==> config.mk <==
export PLATFORM = sky130hd
export DESIGN_NAME = dc_meter_window_averager
export DESIGN_NICKNAME = d
export VERILOG_FILES = /design/src/hdl/dcmwa_pkg.sv /design/src/hdl/dc_meter_window_averager.sv
export SDC_FILE = /design/constraint.sdc
export NUM_CORES = 1
export LEC_CHECK = 0
export BUFFER_PORTS_ARGS = -buffer_cell sky130_fd_sc_hd__buf_2
export CAP_MARGIN = 10
export CORE_AREA = 2 2 217 219
export CTS_CLUSTER_DIAMETER = 40
export DETAILED_ROUTE_END_ITERATION = 16
export DIE_AREA = 0 0 219 221
export GPL_ROUTABILITY_DRIVEN = 0
export PLACE_DENSITY_LB_ADDON = 0.3
export SLEW_MARGIN = 20
export SYNTH_ARGS = -nofsm -noshare
export SYNTH_HDL_FRONTEND = slang
export SYNTH_SLANG_ARGS = --single-unit
==> constraint.sdc <==
create_clock -name clk -period 17.3 [get_ports clk]
set_clock_uncertainty 0.2 [all_clocks]
set_input_delay 2.595 -clock clk [delete_from_list [all_inputs] [get_ports clk]]
set_output_delay 2.595 -clock clk [all_outputs]
set_load 0.03 [all_outputs]
==> src/hdl/dcmwa_pkg.sv <==
`default_nettype none

package dcmwa_pkg;

	// window and sample geometry
	localparam int WINDOW      = 32;
	localparam int SAMPLE_BITS = 12;
	localparam int CNT_W       = $clog2(WINDOW);
	localparam int SUM_W       = SAMPLE_BITS + $clog2(WINDOW);
	localparam int LOG_W       = $clog2(WINDOW + 1) - 1;

	localparam logic [SAMPLE_BITS-1:0] SAMPLE_MAX = '1;

	// fixed point gains, unsigned Q0.20
	localparam int GAIN_W    = 16;
	localparam int FRAC_BITS = 20;
	localparam int MUL_A_W   = FRAC_BITS;
	localparam int PROD_W    = MUL_A_W + GAIN_W;
	localparam int WHOLE_W   = SAMPLE_BITS + GAIN_W - FRAC_BITS;

	// result field widths
	localparam int OFFSET_W = 12;
	localparam int WHOLE_OUT_W = 6;
	localparam int HUND_W   = 7;
	localparam int RIP_W    = 4;

	// decimal scaling and saturation limits
	localparam int HUND_SCALE  = 100;
	localparam int TENTH_SCALE = 10;
	localparam int WHOLE_MAX   = 63;
	localparam int HUND_MAX    = 99;
	localparam int RIPPLE_MAX  = 9;

	// reset gains
	localparam logic [GAIN_W-1:0] VOLTAGE_GAIN_RST = 16'd10800;
	localparam logic [GAIN_W-1:0] CURRENT_GAIN_RST = 16'd7749;

	// configuration register indexes
	localparam int CFG_IDX_W = 1;
	localparam logic [CFG_IDX_W-1:0] REG_VOLTAGE_GAIN = 1'b0;
	localparam logic [CFG_IDX_W-1:0] REG_CURRENT_GAIN = 1'b1;

	// result kinds
	localparam logic KIND_CALIBRATION = 1'b0;
	localparam logic KIND_MEASUREMENT = 1'b1;

	// window mean, saturated at the sample maximum
	function automatic logic [SAMPLE_BITS-1:0] mean_of(input logic [SUM_W-1:0] sum);
		logic [SUM_W-1:0] m;
		m = sum >> LOG_W;
		if (m > SUM_W'(SAMPLE_MAX)) begin
			mean_of = SAMPLE_MAX;
		end else begin
			mean_of = m[SAMPLE_BITS-1:0];
		end
	endfunction

endpackage

`default_nettype wire

==> src/hdl/dc_meter_window_averager.sv <==
`default_nettype none

// channel   handshake                  payload
// sample    sample_valid/sample_stall  voltage_sample, current_sample
// result    result_valid/result_stall  result_kind, zero_offset, volts_*, amps_*, ripple_*
// config    cfg_valid/cfg_ready        cfg_index, cfg_data
//
// a sample that does not close a window is taken without holding the sample channel
// a window-closing sample holds the sample channel through ST_START (calibration)
// or through ST_START to ST_DONE (measurement): six products through one shared 20x16 multiplier
// the sequencer also waits while an earlier result is still held on the result channel
// arst_n clears the gains to their defaults, the window and the calibration; no clearing pass
// cfg_ready is always high; samples keep being taken while a result waits

module dc_meter_window_averager (
	input  wire                                clk,
	input  wire                                arst_n,
	input  wire                                sample_valid,
	output logic                               sample_stall,
	input  wire  [dcmwa_pkg::SAMPLE_BITS-1:0]  voltage_sample,
	input  wire  [dcmwa_pkg::SAMPLE_BITS-1:0]  current_sample,
	output logic                               result_valid,
	input  wire                                result_stall,
	output logic                               result_kind,
	output logic [dcmwa_pkg::OFFSET_W-1:0]     zero_offset,
	output logic [dcmwa_pkg::WHOLE_OUT_W-1:0]  volts_whole,
	output logic [dcmwa_pkg::HUND_W-1:0]       volts_hundredths,
	output logic [dcmwa_pkg::WHOLE_OUT_W-1:0]  amps_whole,
	output logic [dcmwa_pkg::HUND_W-1:0]       amps_hundredths,
	output logic [dcmwa_pkg::RIP_W-1:0]        ripple_whole,
	output logic [dcmwa_pkg::RIP_W-1:0]        ripple_tenths,
	input  wire                                cfg_valid,
	output logic                               cfg_ready,
	input  wire  [dcmwa_pkg::CFG_IDX_W-1:0]    cfg_index,
	input  wire  [dcmwa_pkg::GAIN_W-1:0]       cfg_data
);
	import dcmwa_pkg::*;

	typedef enum logic [2:0] {
		ST_IDLE,
		ST_START,
		ST_VFRAC,
		ST_AMUL,
		ST_AFRAC,
		ST_RMUL,
		ST_RFRAC,
		ST_DONE
	} state_t;

	state_t state_q;

	logic [GAIN_W-1:0]      vgain_q, cgain_q;
	logic                   cal_q;
	logic [CNT_W-1:0]       cnt_q;
	logic [SUM_W-1:0]       vsum_q, csum_q;
	logic [SAMPLE_BITS-1:0] peak_q, trough_q;
	logic [OFFSET_W-1:0]    offset_q;
	logic [PROD_W-1:0]      prod_q;
	logic                   sat_q;

	logic                   result_valid_q;
	logic                   kind_q;
	logic [WHOLE_OUT_W-1:0] vwhole_q, awhole_q;
	logic [HUND_W-1:0]      vhund_q, ahund_q;
	logic [RIP_W-1:0]       rwhole_q, rtenth_q;

	logic                   accept;
	logic                   win_end;
	logic [SAMPLE_BITS-1:0] vmean, cmean, cur_diff, ripple;
	logic [MUL_A_W-1:0]     op_a;
	logic [GAIN_W-1:0]      op_b;
	logic [WHOLE_W-1:0]     prod_whole;
	logic                   prod_sat;

	assign accept  = sample_valid && !sample_stall;
	assign win_end = (cnt_q == CNT_W'(WINDOW - 1));

	// window means, offset removal and ripple
	always_comb begin
		vmean    = mean_of(vsum_q);
		cmean    = mean_of(csum_q);
		cur_diff = (cmean < SAMPLE_BITS'(offset_q)) ? '0 : cmean - SAMPLE_BITS'(offset_q);
		ripple   = (peak_q >= trough_q) ? peak_q - trough_q : '0;
	end

	// operand select for the shared multiplier
	always_comb begin
		case (state_q)
			ST_START: begin
				op_a = MUL_A_W'(vmean);
				op_b = vgain_q;
			end
			ST_VFRAC, ST_AFRAC: begin
				op_a = prod_q[FRAC_BITS-1:0];
				op_b = GAIN_W'(HUND_SCALE);
			end
			ST_AMUL: begin
				op_a = MUL_A_W'(cur_diff);
				op_b = cgain_q;
			end
			ST_RMUL: begin
				op_a = MUL_A_W'(ripple);
				op_b = vgain_q;
			end
			ST_RFRAC: begin
				op_a = prod_q[FRAC_BITS-1:0];
				op_b = GAIN_W'(TENTH_SCALE);
			end
			default: begin
				op_a = '0;
				op_b = '0;
			end
		endcase
	end

	// integer part of the previous product
	assign prod_whole = prod_q[FRAC_BITS +: WHOLE_W];
	assign prod_sat   = (prod_whole > WHOLE_W'(WHOLE_MAX));

	// shared multiplier register
	always_ff @(posedge clk) begin
		prod_q <= PROD_W'(op_a) * PROD_W'(op_b);
	end

	// sequencer, window state, configuration and result register
	always_ff @(posedge clk or negedge arst_n) begin
		if (!arst_n) begin
			state_q        <= ST_IDLE;
			vgain_q        <= VOLTAGE_GAIN_RST;
			cgain_q        <= CURRENT_GAIN_RST;
			cal_q          <= 1'b0;
			cnt_q          <= '0;
			vsum_q         <= '0;
			csum_q         <= '0;
			peak_q         <= '0;
			trough_q       <= SAMPLE_MAX;
			offset_q       <= '0;
			result_valid_q <= 1'b0;
		end else begin
			// configuration writes
			if (cfg_valid) begin
				case (cfg_index)
					REG_VOLTAGE_GAIN: vgain_q <= cfg_data;
					REG_CURRENT_GAIN: cgain_q <= cfg_data;
					default: ;
				endcase
			end

			// result transaction taken downstream
			if (result_valid_q && !result_stall) begin
				result_valid_q <= 1'b0;
			end

			case (state_q)
				ST_IDLE: begin
					if (accept) begin
						csum_q <= csum_q + SUM_W'(current_sample);
						if (cal_q) begin
							vsum_q <= vsum_q + SUM_W'(voltage_sample);
							if (voltage_sample > peak_q) begin
								peak_q <= voltage_sample;
							end
							if (voltage_sample < trough_q) begin
								trough_q <= voltage_sample;
							end
						end
						if (win_end) begin
							cnt_q   <= '0;
							state_q <= ST_START;
						end else begin
							cnt_q <= cnt_q + CNT_W'(1);
						end
					end
				end
				ST_START: begin
					// wait until the result register is free
					if (!result_valid_q) begin
						if (!cal_q) begin
							offset_q       <= OFFSET_W'(cmean);
							cal_q          <= 1'b1;
							kind_q         <= KIND_CALIBRATION;
							vwhole_q       <= '0;
							vhund_q        <= '0;
							awhole_q       <= '0;
							ahund_q        <= '0;
							rwhole_q       <= '0;
							rtenth_q       <= '0;
							result_valid_q <= 1'b1;
							vsum_q         <= '0;
							csum_q         <= '0;
							peak_q         <= '0;
							trough_q       <= SAMPLE_MAX;
							state_q        <= ST_IDLE;
						end else begin
							kind_q  <= KIND_MEASUREMENT;
							state_q <= ST_VFRAC;
						end
					end
				end
				ST_VFRAC: begin
					sat_q    <= prod_sat;
					vwhole_q <= prod_sat ? WHOLE_OUT_W'(WHOLE_MAX)
						: prod_q[FRAC_BITS +: WHOLE_OUT_W];
					state_q  <= ST_AMUL;
				end
				ST_AMUL: begin
					vhund_q <= sat_q ? HUND_W'(HUND_MAX) : prod_q[FRAC_BITS +: HUND_W];
					state_q <= ST_AFRAC;
				end
				ST_AFRAC: begin
					sat_q    <= prod_sat;
					awhole_q <= prod_sat ? WHOLE_OUT_W'(WHOLE_MAX)
						: prod_q[FRAC_BITS +: WHOLE_OUT_W];
					state_q  <= ST_RMUL;
				end
				ST_RMUL: begin
					ahund_q <= sat_q ? HUND_W'(HUND_MAX) : prod_q[FRAC_BITS +: HUND_W];
					state_q <= ST_RFRAC;
				end
				ST_RFRAC: begin
					rwhole_q <= (prod_whole > WHOLE_W'(RIPPLE_MAX)) ? RIP_W'(RIPPLE_MAX)
						: prod_q[FRAC_BITS +: RIP_W];
					state_q  <= ST_DONE;
				end
				ST_DONE: begin
					rtenth_q       <= prod_q[FRAC_BITS +: RIP_W];
					result_valid_q <= 1'b1;
					vsum_q         <= '0;
					csum_q         <= '0;
					peak_q         <= '0;
					trough_q       <= SAMPLE_MAX;
					state_q        <= ST_IDLE;
				end
				default: begin
					state_q <= ST_IDLE;
				end
			endcase
		end
	end

	// port drive
	assign sample_stall     = (state_q != ST_IDLE);
	assign cfg_ready        = 1'b1;
	assign result_valid     = result_valid_q;
	assign result_kind      = kind_q;
	assign zero_offset      = offset_q;
	assign volts_whole      = vwhole_q;
	assign volts_hundredths = vhund_q;
	assign amps_whole       = awhole_q;
	assign amps_hundredths  = ahund_q;
	assign ripple_whole     = rwhole_q;
	assign ripple_tenths    = rtenth_q;

endmodule

`default_nettype wire

==> metrics.md <==
| Metric | Value |
|---|---|
| Global-route wire length before repair | 78.6 mm |
| Initial antenna violation count | 2 |
| Syn Std Cell Area | 18,200 um2 |
| Cell Count Post-Placement | 2,660 |
| Crit path time final | 8.83 ns |
| Post-CTS sizing | 0 |
| I/O Pins | 96 |
| Startpoint Class | register |
| Max Cap Viol | 0 |
| Diode count | 0 |
| Critical Path AT | 8.95 ns |
| TritonCTS clock tree | yes |
| Vias in the first global route | 15,000 |
| Final Setup Violations | 0 |
| WS Path Type | register to register |
| DIE AREA | 48,400 um2 |
| Hpwl dp | 39.1 mm |
| EDFF count, synth | 36 |
| Final design area excluding fillers | 20,100 um2 |
| Fraction of layout cells with a size suffix above 1 | 11.2% |
| Warnings from Yosys | 0 |
| Cells after Synth | 1,952 |
| DRC Markers | 0 |
| Final Cycle Share | 51.0% |
| FP Rows | 79 |
| Fin cells | 2,692 |
| Most frequent cell after synthesis | inv_1 |
| Slew HR | 26.7% |
| Via Count | 14,000 |
| Largest net degree at the start of global routing | 50 |
| Hold buffers post-CTS | 0 |
| Top post-synthesis cells by count | inv_1 (362), fa_1 (228), nand2_1 (198), nor2_1 (175), ha_1 (146) |
| Chip Width | 219 um |
| Slew Limit Fails | 0 |
| Hold WC Path Type | register to register |
| Mux cell area share after synthesis | 2.93% |
| Cell taking the most area after synthesis | fa_1 |
| Sequential area share after synthesis | 24.6% |
| Share of the synthesized area in the top cell type | 25.0% |
| Starting Density | 39.6% |
| Post-Synth XOR/XNOR Area | 3.12% |
| Post-DR wirelength/cell | 17.6 um |
| Async SR Flop Fraction | 63.6% |
| Number of I/O port buffers | 94 |
| Required @ worst endpoint | 17.42 ns |
| Clock-pin slew on the worst setup and hold paths | 0.07 ns |
| Clk sinks | 176 |
| GR Util All Layers | 20.7% |
| Synthesized area per cell | 9.34 um2 |
| Vias per inst | 5.18 |
| Hold slack | 0.288 ns |
| Synth Area in Simple Gates | 13.2% |
| CTS Buffer Depth | 2 |
| Core area | 46,100 um2 |
| Post-layout nets | 2,492 |
| Placed inst area | 19,500 um2 |
| Yosys reg bits | 176 |
| Status | complete, no violations |
| H-tree levels | 4 |
| Worst-Margin Slew | 1.10 ns |
| Number of routed nets with antenna violations | 0 |
| Setup TNS Final | 0 ns |
| Gr ovfl total | 0 |
| Clock root buffer | clkbuf_16 |
| Synth top area cells | fa_1 (25%), dfrtp_1 (12%), ha_1 (10%), inv_1 (7.5%), edfxtp_1 (5.9%) |
| First DRT Iteration DRCs | 960 |
| First-pass iteration count of the detailed router | 5 |
| Setup bufs post-CTS | 0 |
| Post-Synth Adder-Cell Area | 35.1% |
| Height of the chip | 221 um |
| Hold Vio Cnt, Final | 0 |
| Fmax | 113 MHz |
| Largest family of logic cells by synthesized area | adder cells |
| Compound-cell area share of the yosys netlist | 12.3% |
| CTS buffer count | 17 |
| Yosys cell types | 82 |
| Clk Latency, worst-skew pair | 0.45 ns |
| Layout area overhead | 10.1% |
| CP max FO | 49 |
| RSZ-0062 raised after global routing | false |
| Total wire length | 47.5 mm |
| CP Capture Type | register |
| Ys flop type | dfrtp_1 |
==> final timing paths <==
check,to,cells after the start,start,slack [ns]
max in group asynchronous,zero_offset[11],3,arst_n,13.39
min in group asynchronous,cgain_q[8],1,arst_n,1.94
max,prod_q[27],25,state_q[0],8.47
min reg2reg,cnt_q[4],2,cnt_q[4],0.29
min,cnt_q[4],2,cnt_q[4],0.29
max reg2reg,prod_q[27],25,state_q[0],8.47
==> layer usage <==
| layer | share of wire, % | up-vias | wire [um] | global-route usage [%] |
|---|---|---|---|---|
| met4 | 3.4 | 4 | 1620 | 7.65 |
| li1 | - | 6485 | - | - |
| met3 | 3.8 | 92 | 1820 | 2.75 |
| met1 | 42 | 7039 | 19900 | 25.5 |
| met2 | 51 | 332 | 24100 | 36.7 |
| met5 | 0.038 | - | 18 | 0 |
==> through the flow <==
| step | setup WS [ns] | util, % |
|---|---|---|
| 5_1_grt | 8.07 | 43.6 |
| 4_1_cts | 8.58 | 43.6 |
| 3_5_place_dp | 8.62 | 42.4 |
| 2_1_floorplan | 9.65 | - |
| 6_report | 8.47 | 43.6 |
| 3_3_place_gp | 8.54 | 42.3 |
==> cell families (layout without fill, tap and decap cells) <==
| group | Yosys count | in the layout |
|---|---|---|
| flops | 176 | 176 |
| mux | 48 | 48 |
| xor+xnor | 65 | 65 |
| fa+ha+maj | 374 | 374 |
| simple gates | 537 | 537 |
| buf+inv | 421 | 503 |
| compound gates | 329 | 329 |
| other cells | 2 | 53 |
==> layout by cell type, fill, tap and decap left out, types with 45 or more instances in the layout <==
| cell type | synthesis | layout |
|---|---|---|
| a21oi_1 | 78 | 77 |
| nor2_1 | 175 | 175 |
| xnor2_1 | 45 | 45 |
| fa_1 | 228 | 228 |
| inv_1 | 362 | 362 |
| dfrtp_1 | 88 | 88 |
| o21ai_0 | 76 | 75 |
| buf_2 | 11 | 93 |
| ha_1 | 146 | 146 |
| nand2_1 | 198 | 198 |
| conb_1 | 2 | 53 |
==> flip-flops by register name, indices dropped and copies added (netlist names), 12 cells and up <==
| register | flops |
|---|---|
| cgain_q | 16 |
| peak_q | 12 |
| zero_offset | 12 |
| vsum_q | 17 |
| prod_q | 28 |
| vgain_q | 16 |
| csum_q | 17 |
| trough_q | 12 |
==> layout make-up <==
class	instances	area, um2
timing repair buffer	107	571
inverter	364	1370
clock buffer	18	429
fill	4577	26000
tap	607	759
sequential	176	4470
multi-input combinational	1406	12300
clock inverter	14	125
==> critical path, cell delays in order (launching register included) <==
cell,delay (ns)
dfrtp_1,0.32
buf_4,0.42
nor2b_1,0.29
nand2_1,0.34
a21oi_1,0.29
o41a_1,0.23
or2_1,0.45
inv_2,0.14
o21ai_1,0.75
o21ai_0,0.30
fa_1,0.57
fa_1,0.55
inv_1,0.06
fa_1,0.49
fa_1,0.51
fa_1,0.49
inv_1,0.05
fa_1,0.48
inv_1,0.04
ha_1,0.37
nand4_1,0.14
o31ai_1,0.58
a21oi_1,0.18
o21ai_0,0.20
a21oi_1,0.10
xnor2_1,0.14
Power is not shown: default switching activity piles up to over one toggle a cycle in this logic, so the estimate is an artifact.
